===== src/design/mrt_pkg.sv =====
// ----------------------------------------------------------------------------
// mrt_pkg
// shared item types, record codes and parser phases for the table dump parser
// ----------------------------------------------------------------------------
package mrt_pkg;

   localparam int OFFSET_BITS = 32;

   localparam logic [15:0] TYPE_TD2       = 16'd13;
   localparam logic [15:0] SUB_PEER_TABLE = 16'd1;
   localparam logic [15:0] SUB_RIB_V4U    = 16'd2;
   localparam logic [15:0] SUB_LAST_KNOWN = 16'd6;

   localparam logic [1:0] KIND_PEER_V4 = 2'd0;
   localparam logic [1:0] KIND_PEER_V6 = 2'd1;
   localparam logic [1:0] KIND_RIB     = 2'd2;
   localparam logic [1:0] KIND_DONE    = 2'd3;

   localparam logic [2:0] ERR_OK       = 3'd0;
   localparam logic [2:0] ERR_TYPE     = 3'd1;
   localparam logic [2:0] ERR_SUBTYPE  = 3'd2;
   localparam logic [2:0] ERR_LENGTH   = 3'd3;
   localparam logic [2:0] ERR_PEER_IDX = 3'd4;
   localparam logic [2:0] ERR_EARLY    = 3'd5;

   localparam logic [4:0] PH_HDR      = 5'd0;
   localparam logic [4:0] PH_SKIP     = 5'd1;
   localparam logic [4:0] PH_DRAIN    = 5'd2;
   localparam logic [4:0] PH_PT_COLL  = 5'd3;
   localparam logic [4:0] PH_PT_VNLEN = 5'd4;
   localparam logic [4:0] PH_PT_VNAME = 5'd5;
   localparam logic [4:0] PH_PT_COUNT = 5'd6;
   localparam logic [4:0] PH_PT_TYPE  = 5'd7;
   localparam logic [4:0] PH_PT_BGPID = 5'd8;
   localparam logic [4:0] PH_PT_ADDR  = 5'd9;
   localparam logic [4:0] PH_PT_AS    = 5'd10;
   localparam logic [4:0] PH_PT_TRAIL = 5'd11;
   localparam logic [4:0] PH_RIB_SEQ  = 5'd12;
   localparam logic [4:0] PH_RIB_PLEN = 5'd13;
   localparam logic [4:0] PH_RIB_PFX  = 5'd14;
   localparam logic [4:0] PH_RIB_COUNT = 5'd15;
   localparam logic [4:0] PH_RIB_PEER = 5'd16;
   localparam logic [4:0] PH_RIB_TIME = 5'd17;
   localparam logic [4:0] PH_RIB_ALEN = 5'd18;
   localparam logic [4:0] PH_RIB_ATTR = 5'd19;
   localparam logic [4:0] PH_RIB_END  = 5'd20;

   typedef struct packed {
      logic [7:0] data_byte;
      logic       end_of_stream;
   } req_type;

   typedef struct packed {
      logic [1:0]  kind;
      logic        last_of_run;
      logic [15:0] peer_slot;
      logic [31:0] peer_as;
      logic [31:0] bgp_id;
      logic [63:0] address_high;
      logic [63:0] address_low;
      logic [5:0]  pfx_len;
      logic [15:0] attr_len;
      logic [31:0] attribute_offset;
      logic [15:0] record_subtype;
      logic [2:0]  error_code;
   } rsp_type;

   // parser step outcome handed to the output stage
   typedef struct packed {
      logic    count0;
      logic    count1;
      rsp_type res0;
      rsp_type res1;
   } step_type;

endpackage


===== src/design/mrt_out_queue.sv =====
// ----------------------------------------------------------------------------
// mrt_out_queue
// two-entry result buffer that takes up to two items at once
// ----------------------------------------------------------------------------
module mrt_out_queue
   import mrt_pkg::*;
(
   input  logic     clock,
   input  logic     reset,
   input  logic     push_valid,
   input  step_type push_step,
   output logic     has_room,
   output logic     rsp_valid,
   input  logic     rsp_ready,
   output rsp_type  rsp_data
);

   rsp_type    slot_ff [2];
   rsp_type    slot_in [2];
   logic [1:0] cnt_ff, cnt_in;
   logic       pop;
   logic [1:0] n_push;
   logic [1:0] left;

   assign rsp_valid = (cnt_ff != 2'd0);
   assign rsp_data  = slot_ff[0];
   assign pop       = rsp_valid && rsp_ready;
   // room only when the queue is empty, or will be after this pop
   assign has_room  = (cnt_ff == 2'd0) || (cnt_ff == 2'd1 && rsp_ready);
   assign n_push    = push_valid ? ({1'b0, push_step.count0} + {1'b0, push_step.count1})
                                 : 2'd0;

   // shift out popped item, append new ones
   always_comb begin
      slot_in[0] = slot_ff[0];
      slot_in[1] = slot_ff[1];
      left = cnt_ff - {1'b0, pop};
      if (pop) begin
         slot_in[0] = slot_ff[1];
      end
      if (n_push != 2'd0) begin
         if (left == 2'd0) begin
            slot_in[0] = push_step.res0;
            slot_in[1] = push_step.res1;
         end else begin
            slot_in[1] = push_step.res0;
         end
      end
      cnt_in = left + n_push;
   end

   always_ff @(posedge clock) begin
      if (reset) begin
         cnt_ff <= 2'd0;
      end else begin
         cnt_ff <= cnt_in;
      end
      slot_ff[0] <= slot_in[0];
      slot_ff[1] <= slot_in[1];
   end

endmodule


===== src/design/mrt_table_dump_stream_parser.sv =====
// ----------------------------------------------------------------------------
// mrt_table_dump_stream_parser
// byte-wide parser for table dump records: peers, rib entries, record done
// ----------------------------------------------------------------------------
// channel | direction | payload  | handshake
// req_    | in        | req_type | req_valid / req_ready
// rsp_    | out       | rsp_type | rsp_valid / rsp_ready
//
// one byte is parsed per clock while req_ready is high; a byte's up to two
// items land in the output queue as the byte is taken, and items leave one
// per cycle while rsp_ready is high. req_ready is high whenever the queue is
// empty or drains this cycle, so a byte giving two items holds off the next byte.
// reset is synchronous and returns the parser to the start of a header.
module mrt_table_dump_stream_parser
   import mrt_pkg::*;
(
   input  logic    clock,
   input  logic    reset,
   input  logic    req_valid,
   output logic    req_ready,
   input  req_type req_data,
   output logic    rsp_valid,
   input  logic    rsp_ready,
   output rsp_type rsp_data
);

   logic [4:0]  phase_ff, phase_in;
   logic [4:0]  fcnt_ff, fcnt_in;
   logic [63:0] facc_ff, facc_in;
   logic [63:0] aacc_ff, aacc_in;
   logic [63:0] alow_ff, alow_in;
   logic [31:0] rlen_ff, rlen_in;
   logic [31:0] left_ff, left_in;
   logic [15:0] sub_ff, sub_in;
   logic [15:0] ptot_ff, ptot_in;
   logic [15:0] items_ff, items_in;
   logic [15:0] skip_ff, skip_in;
   logic [1:0]  ptype_ff, ptype_in;
   logic [31:0] pfx_ff, pfx_in;
   logic [5:0]  plen_ff, plen_in;
   logic [OFFSET_BITS-1:0] off_ff, off_in;
   logic [15:0] pnum_ff, pnum_in;

   step_type    step;
   logic        take_ok;
   logic        accept;
   logic        nres;
   logic [7:0]  b;
   logic [63:0] tk_acc;
   logic [4:0]  tk_cnt;
   logic [31:0] hdr_acc;
   logic [15:0] typ;
   logic [31:0] bleft;
   logic        open;
   logic [5:0]  nbytes;
   logic [15:0] dec_items;

   assign b = req_data.data_byte;
   assign accept = req_valid && req_ready;
   assign tk_acc = {facc_ff[55:0], b};
   assign tk_cnt = fcnt_ff + 5'd1;

   always_comb begin
      step = '0;
      nres = 1'b0;
      phase_in = phase_ff; fcnt_in = fcnt_ff; facc_in = facc_ff;
      aacc_in = aacc_ff; alow_in = alow_ff; rlen_in = rlen_ff; left_in = left_ff;
      sub_in = sub_ff; ptot_in = ptot_ff; items_in = items_ff; skip_in = skip_ff;
      ptype_in = ptype_ff; pfx_in = pfx_ff; plen_in = plen_ff;
      pnum_in = pnum_ff;
      off_in = off_ff + {{(OFFSET_BITS-1){1'b0}}, 1'b1};
      hdr_acc = '0; typ = '0; bleft = '0; open = 1'b0; nbytes = '0;
      dec_items = items_ff - 16'd1;

      if (phase_ff == PH_HDR) begin
         // header bytes: timestamp, type, subtype, length
         if (fcnt_ff == 5'd0) begin
            facc_in = '0; rlen_in = '0; sub_in = '0;
         end
         hdr_acc = facc_in[31:0];
         if (fcnt_ff >= 5'd4 && fcnt_ff < 5'd8) begin
            hdr_acc = {facc_in[23:0], b};
            facc_in = {32'd0, hdr_acc};
         end
         if (fcnt_ff == 5'd7) sub_in = hdr_acc[15:0];
         if (fcnt_ff >= 5'd8) rlen_in = {rlen_in[23:0], b};
         fcnt_in = tk_cnt;
         if (tk_cnt == 5'd12) begin
            typ = facc_in[31:16];
            left_in = rlen_in;
            fcnt_in = '0; facc_in = '0;
            if (typ != TYPE_TD2) begin
               step.res0.error_code = ERR_TYPE; nres = 1'b1;
               phase_in = PH_DRAIN;
            end else if (sub_in == SUB_PEER_TABLE) phase_in = PH_PT_COLL;
            else if (sub_in == SUB_RIB_V4U) phase_in = PH_RIB_SEQ;
            else if (sub_in >= 16'd3 && sub_in <= SUB_LAST_KNOWN) phase_in = PH_SKIP;
            else begin
               step.res0.error_code = ERR_SUBTYPE; nres = 1'b1;
               phase_in = PH_DRAIN;
            end
            bleft = rlen_in;
         end else begin
            bleft = 32'd1;
         end
      end else begin
         bleft = left_ff - 32'd1;
         left_in = bleft;
         case (phase_ff)
            PH_PT_COLL: begin
               facc_in = tk_acc; fcnt_in = tk_cnt;
               if (tk_cnt >= 5'd4) begin phase_in = PH_PT_VNLEN; fcnt_in = '0; facc_in = '0; end
            end
            PH_PT_VNLEN: begin
               facc_in = tk_acc; fcnt_in = tk_cnt;
               if (tk_cnt >= 5'd2) begin
                  skip_in = tk_acc[15:0];
                  phase_in = (tk_acc[15:0] == 16'd0) ? PH_PT_COUNT : PH_PT_VNAME;
                  fcnt_in = '0; facc_in = '0;
               end
            end
            PH_PT_VNAME: begin
               skip_in = skip_ff - 16'd1;
               if (skip_in == 16'd0) begin phase_in = PH_PT_COUNT; fcnt_in = '0; facc_in = '0; end
            end
            PH_PT_COUNT: begin
               facc_in = tk_acc; fcnt_in = tk_cnt;
               if (tk_cnt >= 5'd2) begin
                  ptot_in = tk_acc[15:0]; items_in = tk_acc[15:0]; pnum_in = '0;
                  phase_in = (tk_acc[15:0] == 16'd0) ? PH_PT_TRAIL : PH_PT_TYPE;
                  fcnt_in = '0; facc_in = '0;
               end
            end
            PH_PT_TYPE: begin
               ptype_in = b[1:0]; aacc_in = '0;
               phase_in = PH_PT_BGPID; fcnt_in = '0; facc_in = '0;
            end
            PH_PT_BGPID: begin
               facc_in = tk_acc; fcnt_in = tk_cnt;
               if (tk_cnt >= 5'd4) begin
                  pfx_in = tk_acc[31:0];
                  phase_in = PH_PT_ADDR; fcnt_in = '0; facc_in = '0;
               end
            end
            PH_PT_ADDR: begin
               aacc_in = {aacc_ff[55:0], facc_ff[63:56]};
               facc_in = tk_acc; fcnt_in = tk_cnt;
               if (tk_cnt >= (ptype_ff[0] ? 5'd16 : 5'd4)) begin
                  alow_in = tk_acc;
                  phase_in = PH_PT_AS; fcnt_in = '0; facc_in = '0;
               end
            end
            PH_PT_AS: begin
               facc_in = tk_acc; fcnt_in = tk_cnt;
               if (tk_cnt >= (ptype_ff[1] ? 5'd4 : 5'd2)) begin
                  step.res0.kind = ptype_ff[0] ? KIND_PEER_V6 : KIND_PEER_V4;
                  step.res0.peer_slot = pnum_ff;
                  step.res0.peer_as = tk_acc[31:0];
                  step.res0.bgp_id = pfx_ff;
                  step.res0.address_high = aacc_ff;
                  step.res0.address_low = alow_ff;
                  nres = 1'b1;
                  pnum_in = pnum_ff + 16'd1;
                  items_in = dec_items;
                  phase_in = (dec_items == 16'd0) ? PH_PT_TRAIL : PH_PT_TYPE;
                  fcnt_in = '0; facc_in = '0;
               end
            end
            PH_RIB_SEQ: begin
               facc_in = tk_acc; fcnt_in = tk_cnt;
               if (tk_cnt >= 5'd4) begin phase_in = PH_RIB_PLEN; fcnt_in = '0; facc_in = '0; end
            end
            PH_RIB_PLEN: begin
               pfx_in = '0;
               fcnt_in = '0; facc_in = '0;
               if (b > 8'd32) begin
                  plen_in = '0;
                  step.res0.error_code = ERR_LENGTH; nres = 1'b1;
                  phase_in = PH_DRAIN;
               end else begin
                  plen_in = b[5:0];
                  nbytes = (b[5:0] + 6'd7) >> 3;
                  skip_in = {10'd0, nbytes};
                  phase_in = (nbytes == 6'd0) ? PH_RIB_COUNT : PH_RIB_PFX;
               end
            end
            PH_RIB_PFX: begin
               // prefix bytes land left-aligned, at most four
               case (fcnt_ff)
                  5'd0: pfx_in[31:24] = b;
                  5'd1: pfx_in[23:16] = b;
                  5'd2: pfx_in[15:8]  = b;
                  5'd3: pfx_in[7:0]   = b;
                  default: pfx_in = pfx_ff;
               endcase
               fcnt_in = tk_cnt;
               skip_in = skip_ff - 16'd1;
               if (skip_in == 16'd0) begin phase_in = PH_RIB_COUNT; fcnt_in = '0; facc_in = '0; end
            end
            PH_RIB_COUNT: begin
               facc_in = tk_acc; fcnt_in = tk_cnt;
               if (tk_cnt >= 5'd2) begin
                  items_in = tk_acc[15:0];
                  fcnt_in = '0; facc_in = '0;
                  if (tk_acc[15:0] != 16'd0) phase_in = PH_RIB_PEER;
                  else if (bleft != 32'd0) begin
                     step.res0.error_code = ERR_LENGTH; nres = 1'b1; phase_in = PH_DRAIN;
                  end else phase_in = PH_RIB_END;
               end
            end
            PH_RIB_PEER: begin
               facc_in = tk_acc; fcnt_in = tk_cnt;
               if (tk_cnt >= 5'd2) begin
                  pnum_in = tk_acc[15:0];
                  phase_in = PH_RIB_TIME; fcnt_in = '0; facc_in = '0;
               end
            end
            PH_RIB_TIME: begin
               facc_in = tk_acc; fcnt_in = tk_cnt;
               if (tk_cnt >= 5'd4) begin phase_in = PH_RIB_ALEN; fcnt_in = '0; facc_in = '0; end
            end
            PH_RIB_ALEN: begin
               facc_in = tk_acc; fcnt_in = tk_cnt;
               if (tk_cnt >= 5'd2) begin
                  skip_in = tk_acc[15:0];
                  fcnt_in = '0; facc_in = '0;
                  if (pnum_ff >= ptot_ff) begin
                     step.res0.error_code = ERR_PEER_IDX; nres = 1'b1; phase_in = PH_DRAIN;
                  end else begin
                     step.res0.kind = KIND_RIB;
                     step.res0.peer_slot = pnum_ff;
                     step.res0.address_low = {32'd0, pfx_ff};
                     step.res0.pfx_len = plen_ff;
                     step.res0.attr_len = tk_acc[15:0];
                     step.res0.attribute_offset = 32'(off_in);
                     nres = 1'b1;
                     if (tk_acc[15:0] == 16'd0) begin
                        items_in = dec_items;
                        if (dec_items != 16'd0) phase_in = PH_RIB_PEER;
                        else if (bleft != 32'd0) begin
                           // second item: leftover bytes in the record
                           step.count1 = 1'b1;
                           step.res1.kind = KIND_DONE;
                           step.res1.record_subtype = sub_ff;
                           step.res1.error_code = ERR_LENGTH;
                           phase_in = PH_DRAIN;
                        end else phase_in = PH_RIB_END;
                     end else phase_in = PH_RIB_ATTR;
                  end
               end
            end
            PH_RIB_ATTR: begin
               skip_in = skip_ff - 16'd1;
               if (skip_in == 16'd0) begin
                  items_in = dec_items; fcnt_in = '0; facc_in = '0;
                  if (dec_items != 16'd0) phase_in = PH_RIB_PEER;
                  else if (bleft != 32'd0) begin
                     step.res0.error_code = ERR_LENGTH; nres = 1'b1; phase_in = PH_DRAIN;
                  end else phase_in = PH_RIB_END;
               end
            end
            default: begin
            end
         endcase
      end

      // error-path items are done items carrying the subtype
      if (nres && step.res0.error_code != ERR_OK) begin
         step.res0.kind = KIND_DONE;
         step.res0.record_subtype = sub_in;
      end
      step.count0 = nres;

      // record length used up
      if (bleft == 32'd0) begin
         if (phase_in != PH_DRAIN) begin
            if (nres) begin
               step.count1 = 1'b1;
               step.res1 = '0;
               step.res1.kind = KIND_DONE;
               step.res1.record_subtype = sub_in;
               step.res1.error_code = (phase_in == PH_SKIP || phase_in == PH_PT_TRAIL ||
                                       phase_in == PH_RIB_END) ? ERR_OK : ERR_LENGTH;
            end else begin
               nres = 1'b1;
               step.count0 = 1'b1;
               step.res0.kind = KIND_DONE;
               step.res0.record_subtype = sub_in;
               step.res0.error_code = (phase_in == PH_SKIP || phase_in == PH_PT_TRAIL ||
                                       phase_in == PH_RIB_END) ? ERR_OK : ERR_LENGTH;
            end
         end
         phase_in = PH_HDR; fcnt_in = '0; facc_in = '0;
      end

      // end of stream: close an open record, then back to reset state
      if (req_data.end_of_stream) begin
         open = (phase_in == PH_HDR) ? (fcnt_in != 5'd0) : (phase_in != PH_DRAIN);
         if (open) begin
            if (step.count0) begin
               step.count1 = 1'b1;
               step.res1 = '0;
               step.res1.kind = KIND_DONE;
               step.res1.record_subtype = sub_in;
               step.res1.error_code = ERR_EARLY;
            end else begin
               step.count0 = 1'b1;
               step.res0.kind = KIND_DONE;
               step.res0.record_subtype = sub_in;
               step.res0.error_code = ERR_EARLY;
            end
         end
         phase_in = PH_HDR; fcnt_in = '0; facc_in = '0; aacc_in = '0; alow_in = '0;
         rlen_in = '0; left_in = '0; sub_in = '0; ptot_in = '0; items_in = '0;
         skip_in = '0; ptype_in = '0; pfx_in = '0; plen_in = '0; off_in = '0;
         pnum_in = '0;
      end

      // mark the last item of this byte
      if (step.count1) step.res1.last_of_run = 1'b1;
      else step.res0.last_of_run = 1'b1;
   end

   always_ff @(posedge clock) begin
      if (reset) begin
         phase_ff <= PH_HDR; fcnt_ff <= '0; facc_ff <= '0; aacc_ff <= '0;
         alow_ff <= '0; rlen_ff <= '0; left_ff <= '0; sub_ff <= '0; ptot_ff <= '0;
         items_ff <= '0; skip_ff <= '0; ptype_ff <= '0; pfx_ff <= '0;
         plen_ff <= '0; off_ff <= '0; pnum_ff <= '0;
      end else if (accept) begin
         phase_ff <= phase_in; fcnt_ff <= fcnt_in; facc_ff <= facc_in;
         aacc_ff <= aacc_in; alow_ff <= alow_in; rlen_ff <= rlen_in;
         left_ff <= left_in; sub_ff <= sub_in; ptot_ff <= ptot_in;
         items_ff <= items_in; skip_ff <= skip_in; ptype_ff <= ptype_in;
         pfx_ff <= pfx_in; plen_ff <= plen_in; off_ff <= off_in; pnum_ff <= pnum_in;
      end
   end

   assign req_ready = take_ok;

   mrt_out_queue u_queue (
      .clock      (clock),
      .reset      (reset),
      .push_valid (accept),
      .push_step  (step),
      .has_room   (take_ok),
      .rsp_valid  (rsp_valid),
      .rsp_ready  (rsp_ready),
      .rsp_data   (rsp_data)
   );

endmodule


===== config.mk =====
export PLATFORM = sky130hd
export DESIGN_NAME = mrt_table_dump_stream_parser
export DESIGN_NICKNAME = d
export VERILOG_FILES = /design/src/design/mrt_pkg.sv /design/src/design/mrt_out_queue.sv /design/src/design/mrt_table_dump_stream_parser.sv
export SDC_FILE = /design/constraint.sdc
export NUM_CORES = 2
export LEC_CHECK = 0
export BUFFER_PORTS_ARGS = -buffer_cell sky130_fd_sc_hd__clkbuf_2
export CAP_MARGIN = 20
export CORE_MARGIN = 1.5
export CORE_UTILIZATION = 30
export CTS_CLUSTER_SIZE = 8
export DETAILED_ROUTE_END_ITERATION = 12
export GPL_ROUTABILITY_DRIVEN = 1
export PLACE_DENSITY = 0.51
export SYNTH_ARGS = -nofsm -noshare
export SYNTH_HDL_FRONTEND = slang
export SYNTH_SLANG_ARGS = --single-unit

===== constraint.sdc =====
create_clock -name clock -period 35.2 [get_ports clock]
set_input_delay 0 -clock clock [delete_from_list [all_inputs] [get_ports clock]]
set_output_delay 0 -clock clock [all_outputs]
set_load 0.02 [all_outputs]

==> out/results.env <==
YOSYS-TOP-CELLS-COUNT='dfxtp_1, nor2_1, clkbuf_1, nand2_1, a21oi_1'
WORST-SLEW-PIN-TRANSITION_NS=1.33
WORSTSETUPPATHTYPE='reg2reg'
DOMINANT_SYNTHESIZED_FLOP_CELL='dfxtp_1'
CRITICAL_PATH_DATA_REQUIRED_TIME_NS=35.88
TRITONCTS='built'
CRITICAL_PATH.STARTPOINT_TYPE='register'
SYNTHARSTFLOPSHARE_PCT=0
SYN_INST=5184
POWER_DENSITY_nW_PER_UM2=74.4
DIE_W_UM=399
AREA_DELTA_SYNTH_FINAL_PCT=11.6
CTS_BUFFER_DEPTH=3
ROUTE.ANTENNA.REMAINING_NETS=0
YOSYSWARNINGS=0
REPORT.FINAL.SLEW_VIOL_COUNT=0
DIE_HEIGHT_UM=399
SYNTHESIS.NETS=5232
MAXIMUM_NUMBER_OF_PINS_ON_ONE_NET_BEFORE_GLOBAL_ROUTE_REPAIR=249
SYNTH_SEQ_AREA_SHARE_PCT=48.2
LIBRARY_CELL_WITH_THE_LARGEST_SUMMED_AREA_AFTER_SYNTHESIS='dfxtp_1'
TRITONCTS_NUM_SINKS=988
CTS-RESIZED-GATES=0
SYNTH.TOP_CELL.AREA_SHARE_PCT=30.0
GRT_OVERFLOW_TOTAL=0
CRITICAL_PATH_ARRIVAL_NS=9.38
CLKTRANSATPATHREGS_NS=0.05
FILLERINSTANCES=15912
HOLDWS_NS=0.173
DRT-TOTAL-WL_UM=159000
FINAL_PERIOD_MINUS_WORST_SETUP_SLACK_NS=8.70
DRT_PASS1_ITERATIONS=6
SYNTH_XOR_XNOR_AREA_SHARE_PCT=1.49
DOMINANT_COMBINATIONAL_CELL_FAMILY_BY_AREA_AFTER_SYNTHESIS='simple AND/OR/NAND/NOR gates'
GRT_SETUP_UNREPAIRED='no'
YS_FF_LATCH=988
CRITICAL_PATH.STARTPOINT='fcnt_ff[0]'
DESIGN.FINAL.NETS=5049
SYNTH-EDFF-COUNT=284
IO-PIN-COUNT=299
GP_ROUTABILITY_CONGESTION=0.904
DRTITER0DRC=3621
ROW_COUNT=144
CTS_ROOT_BUFFER='clkbuf_16'
PLACEMENT.IO_BUFFERS=298
SYNTH_AREA_LEADERS='dfxtp_1, edfxtp_1, mux2i_1'
WORST_CLOCK_SKEW_NS=0.0611
GRT_FIRST_PASS_WIRELENGTH_UM=237000
TIMING.CRITICAL_PATH.TO_TYPE='register'
TIMING.MAX_SLEW.REL_SLACK_PCT=11.4
FINALHOLDVIOLCOUNT=0
FINAL.SETUP.TNS_NS=0
GRT_PASS1_VIAS=35788
DPL.HPWL_UM=99700
FINALSETUPVIOLCOUNT=0
SYNTH-COMPOUND-AREA-SHARE_PCT=16.8
ACHIEVABLE-FREQUENCY_GHz=0.115
DRV.MAX_CAP_VIOLATION_COUNT=0
POST_DRT_WL_PER_CELL_UM=22.2
HOLDCRITPATHCLASS='in2reg'
WORSTSETUPENDPOINT='u_queue.slot_ff[0][64]'
P_LEAK_uW=0.0191
DESIGN.CORE.AREA_SQ_UM=155000
POSTSYNTHAREAPERCELL_SQ_UM=9.06
NETLIST_CELL_TYPES=92
CTS-BUFFERS-INSERTED=142
SYNTH_MOST_COMMON_CELL='dfxtp_1'
INITIAL_ANTENNA_VIOLATION_COUNT=5
HTREE_LEVELS=4
POST-ROUTE-PERIOD-UTIL_PCT=24.7
DESIGN.DIE.AREA_SQ_UM=159000
FINAL_UTIL_PCT=33.9
MAX-VDD-IR-DROP_uV=67.9
DRT_DRC_VIOLATIONS_LEFT=0
LAYOUT_CELL_SHARE_WITH_DRIVE_STRENGTH_BEYOND_1_PCT=12.2
CRITPATHMAXFANOUT=84
POST_SYNTH_FA_HA_MAJ_AREA_FRACTION_PCT=0.933
SYN_AREA_SQ_UM=46900
CLOCK_INSERTION_DELAY_WORST_SKEW_NS=0.79
SYNTH_SIMPLE_GATE_AREA_SHARE_PCT=18.8
STATUS='completed'
R2R_END='u_queue.slot_ff[0][64]'
ROUTED-VIA-COUNT=38387
WORST-R2R-CELL-COUNT=23
TIMING.RR.START='fcnt_ff[0]'
VIASPERCELL=5.37
WORST-R2R-SETUP-SLACK_NS=26.50
MUX_CONTRIBUTION_TO_SYNTHESIZED_AREA_PCT=5.14
FLOORPLAN.INITIALDENSITY_PCT=30.3
GRT_USE_TOTAL_PCT=19.3
## stage by stage
step                area (sq um)  power, uW  instances  worst slack (ns)
floorplan                  46900       2400       5184             16.34
global placement           47900       2610       6882             26.93
detailed placement         47900       2620       6883             26.70
CTS                        52300       3930       7142             26.58
global route               52400       4070       7149             25.97
finish                     52400       3900       7150             26.50
## critical path, stage by stage (launching register included)
cell and delay (ns):
dfxtp_1 0.61, inv_1 0.13, ha_1 0.44, inv_1 0.09, ha_1 0.28, a21bo_2 0.21
a21oi_1 0.35, a31o_2 0.66, o21ai_0 0.18, or4_1 0.45, a211o_1 0.26, o32ai_1 0.26
nand4bb_1 0.25, a311oi_1 0.60, nor2_1 0.16, or2_2 0.40, ha_1 0.34, nor2_1 0.15
nor3_2 0.29, buf_4 0.57, buf_4 0.66, buf_4 0.77, nand2_1 0.19, o22ai_1 0.20
## where the power goes
group / leakage, uW / switching [uW] / internal [uW]
registers: 0.00847 / 132 / 1380
clock network: 0.00201 / 528 / 773
logic: 0.00865 / 766 / 318
total: 0.0191 / 1430 / 2470
## final cells by class
class                   count  area [sq um]  area share [%]
flip-flops and latches    988         22600            43.2
clock buffers             235          3990            7.61
inverters                  54           210           0.401
multi-input cells        3420         20400            39.0
clock inverters            13           251           0.480
repair buffers            395          2350            4.48
diodes                      1          2.50         0.00478
well taps                2044          2560            4.88
## state kept, by name, indices dropped and copies added (netlist names), 32 cells and up
name	cells
left_ff	32
off_ff	32
aacc_ff	64
pfx_ff	32
alow_ff	64
u_queue.slot_ff	568
facc_ff	64
rlen_ff	32
## logic make-up (layout without fill, tap and decap cells)
family,count (synthesis),count (layout)
compound gates,1238,1238
xor+xnor,80,80
fa+ha+maj,35,35
buf+inv,776,697
flops,988,988
mux,241,241
other cells,0,1
simple gates,1826,1826
## layer usage
layer	part of all wire, %	track usage, %	vias to the layer above	wire [um]
li1	-	-	18103	-
met1	45	27.0	18844	71900
met2	46	30.3	1215	72800
met3	6.4	3.26	225	10200
met4	2.6	5.83	0	4180
met5	0	0	-	0
## cell usage in the layout, fill, tap and decap left out, types with 16 or more instances in the layout
master | Yosys | routed
a22oi_1 | 293 | 293
ha_1 | 35 | 35
inv_1 | 53 | 53
a22o_1 | 40 | 40
o31ai_1 | 23 | 23
clkbuf_16 | 0 | 144
nor3_2 | 11 | 17
a21oi_1 | 309 | 308
o21a_1 | 19 | 19
nor4_1 | 44 | 44
or3_1 | 34 | 34
nand2_1 | 364 | 359
o22ai_1 | 68 | 68
nand4_1 | 23 | 23
nor3_1 | 113 | 107
xor2_1 | 27 | 27
edfxtp_1 | 284 | 284
o21ai_0 | 269 | 268
o211ai_1 | 34 | 34
clkbuf_1 | 392 | 87
nand3_1 | 234 | 234
a31oi_1 | 41 | 40
and3_1 | 268 | 267
nand2b_1 | 18 | 18
buf_4 | 286 | 76
mux2i_1 | 239 | 239
clkbuf_2 | 0 | 297
nor2_1 | 597 | 591
dfxtp_1 | 704 | 704
or2_2 | 15 | 16
xnor2_1 | 53 | 53
## repair_timing
item,4_1_cts,5_1_grt
setup buffers,0,0
hold endpoints to repair,175,0
hold buffers,11,0
## worst min path at each step
stage	to	start	depth (start not counted)
after floorplan	req_ready	rsp_ready	2
after global routing	u_queue.slot_ff[0][217]	rsp_ready	5
final	u_queue.slot_ff[0][214]	rsp_ready	5
after CTS	u_queue.slot_ff[0][196]	rsp_ready	5
after detailed placement	rsp_data[140]	u_queue.slot_ff[0][140]	1
after global placement	rsp_data[197]	u_queue.slot_ff[0][197]	1
No activity file was read; power rests on OpenSTA's default activity.
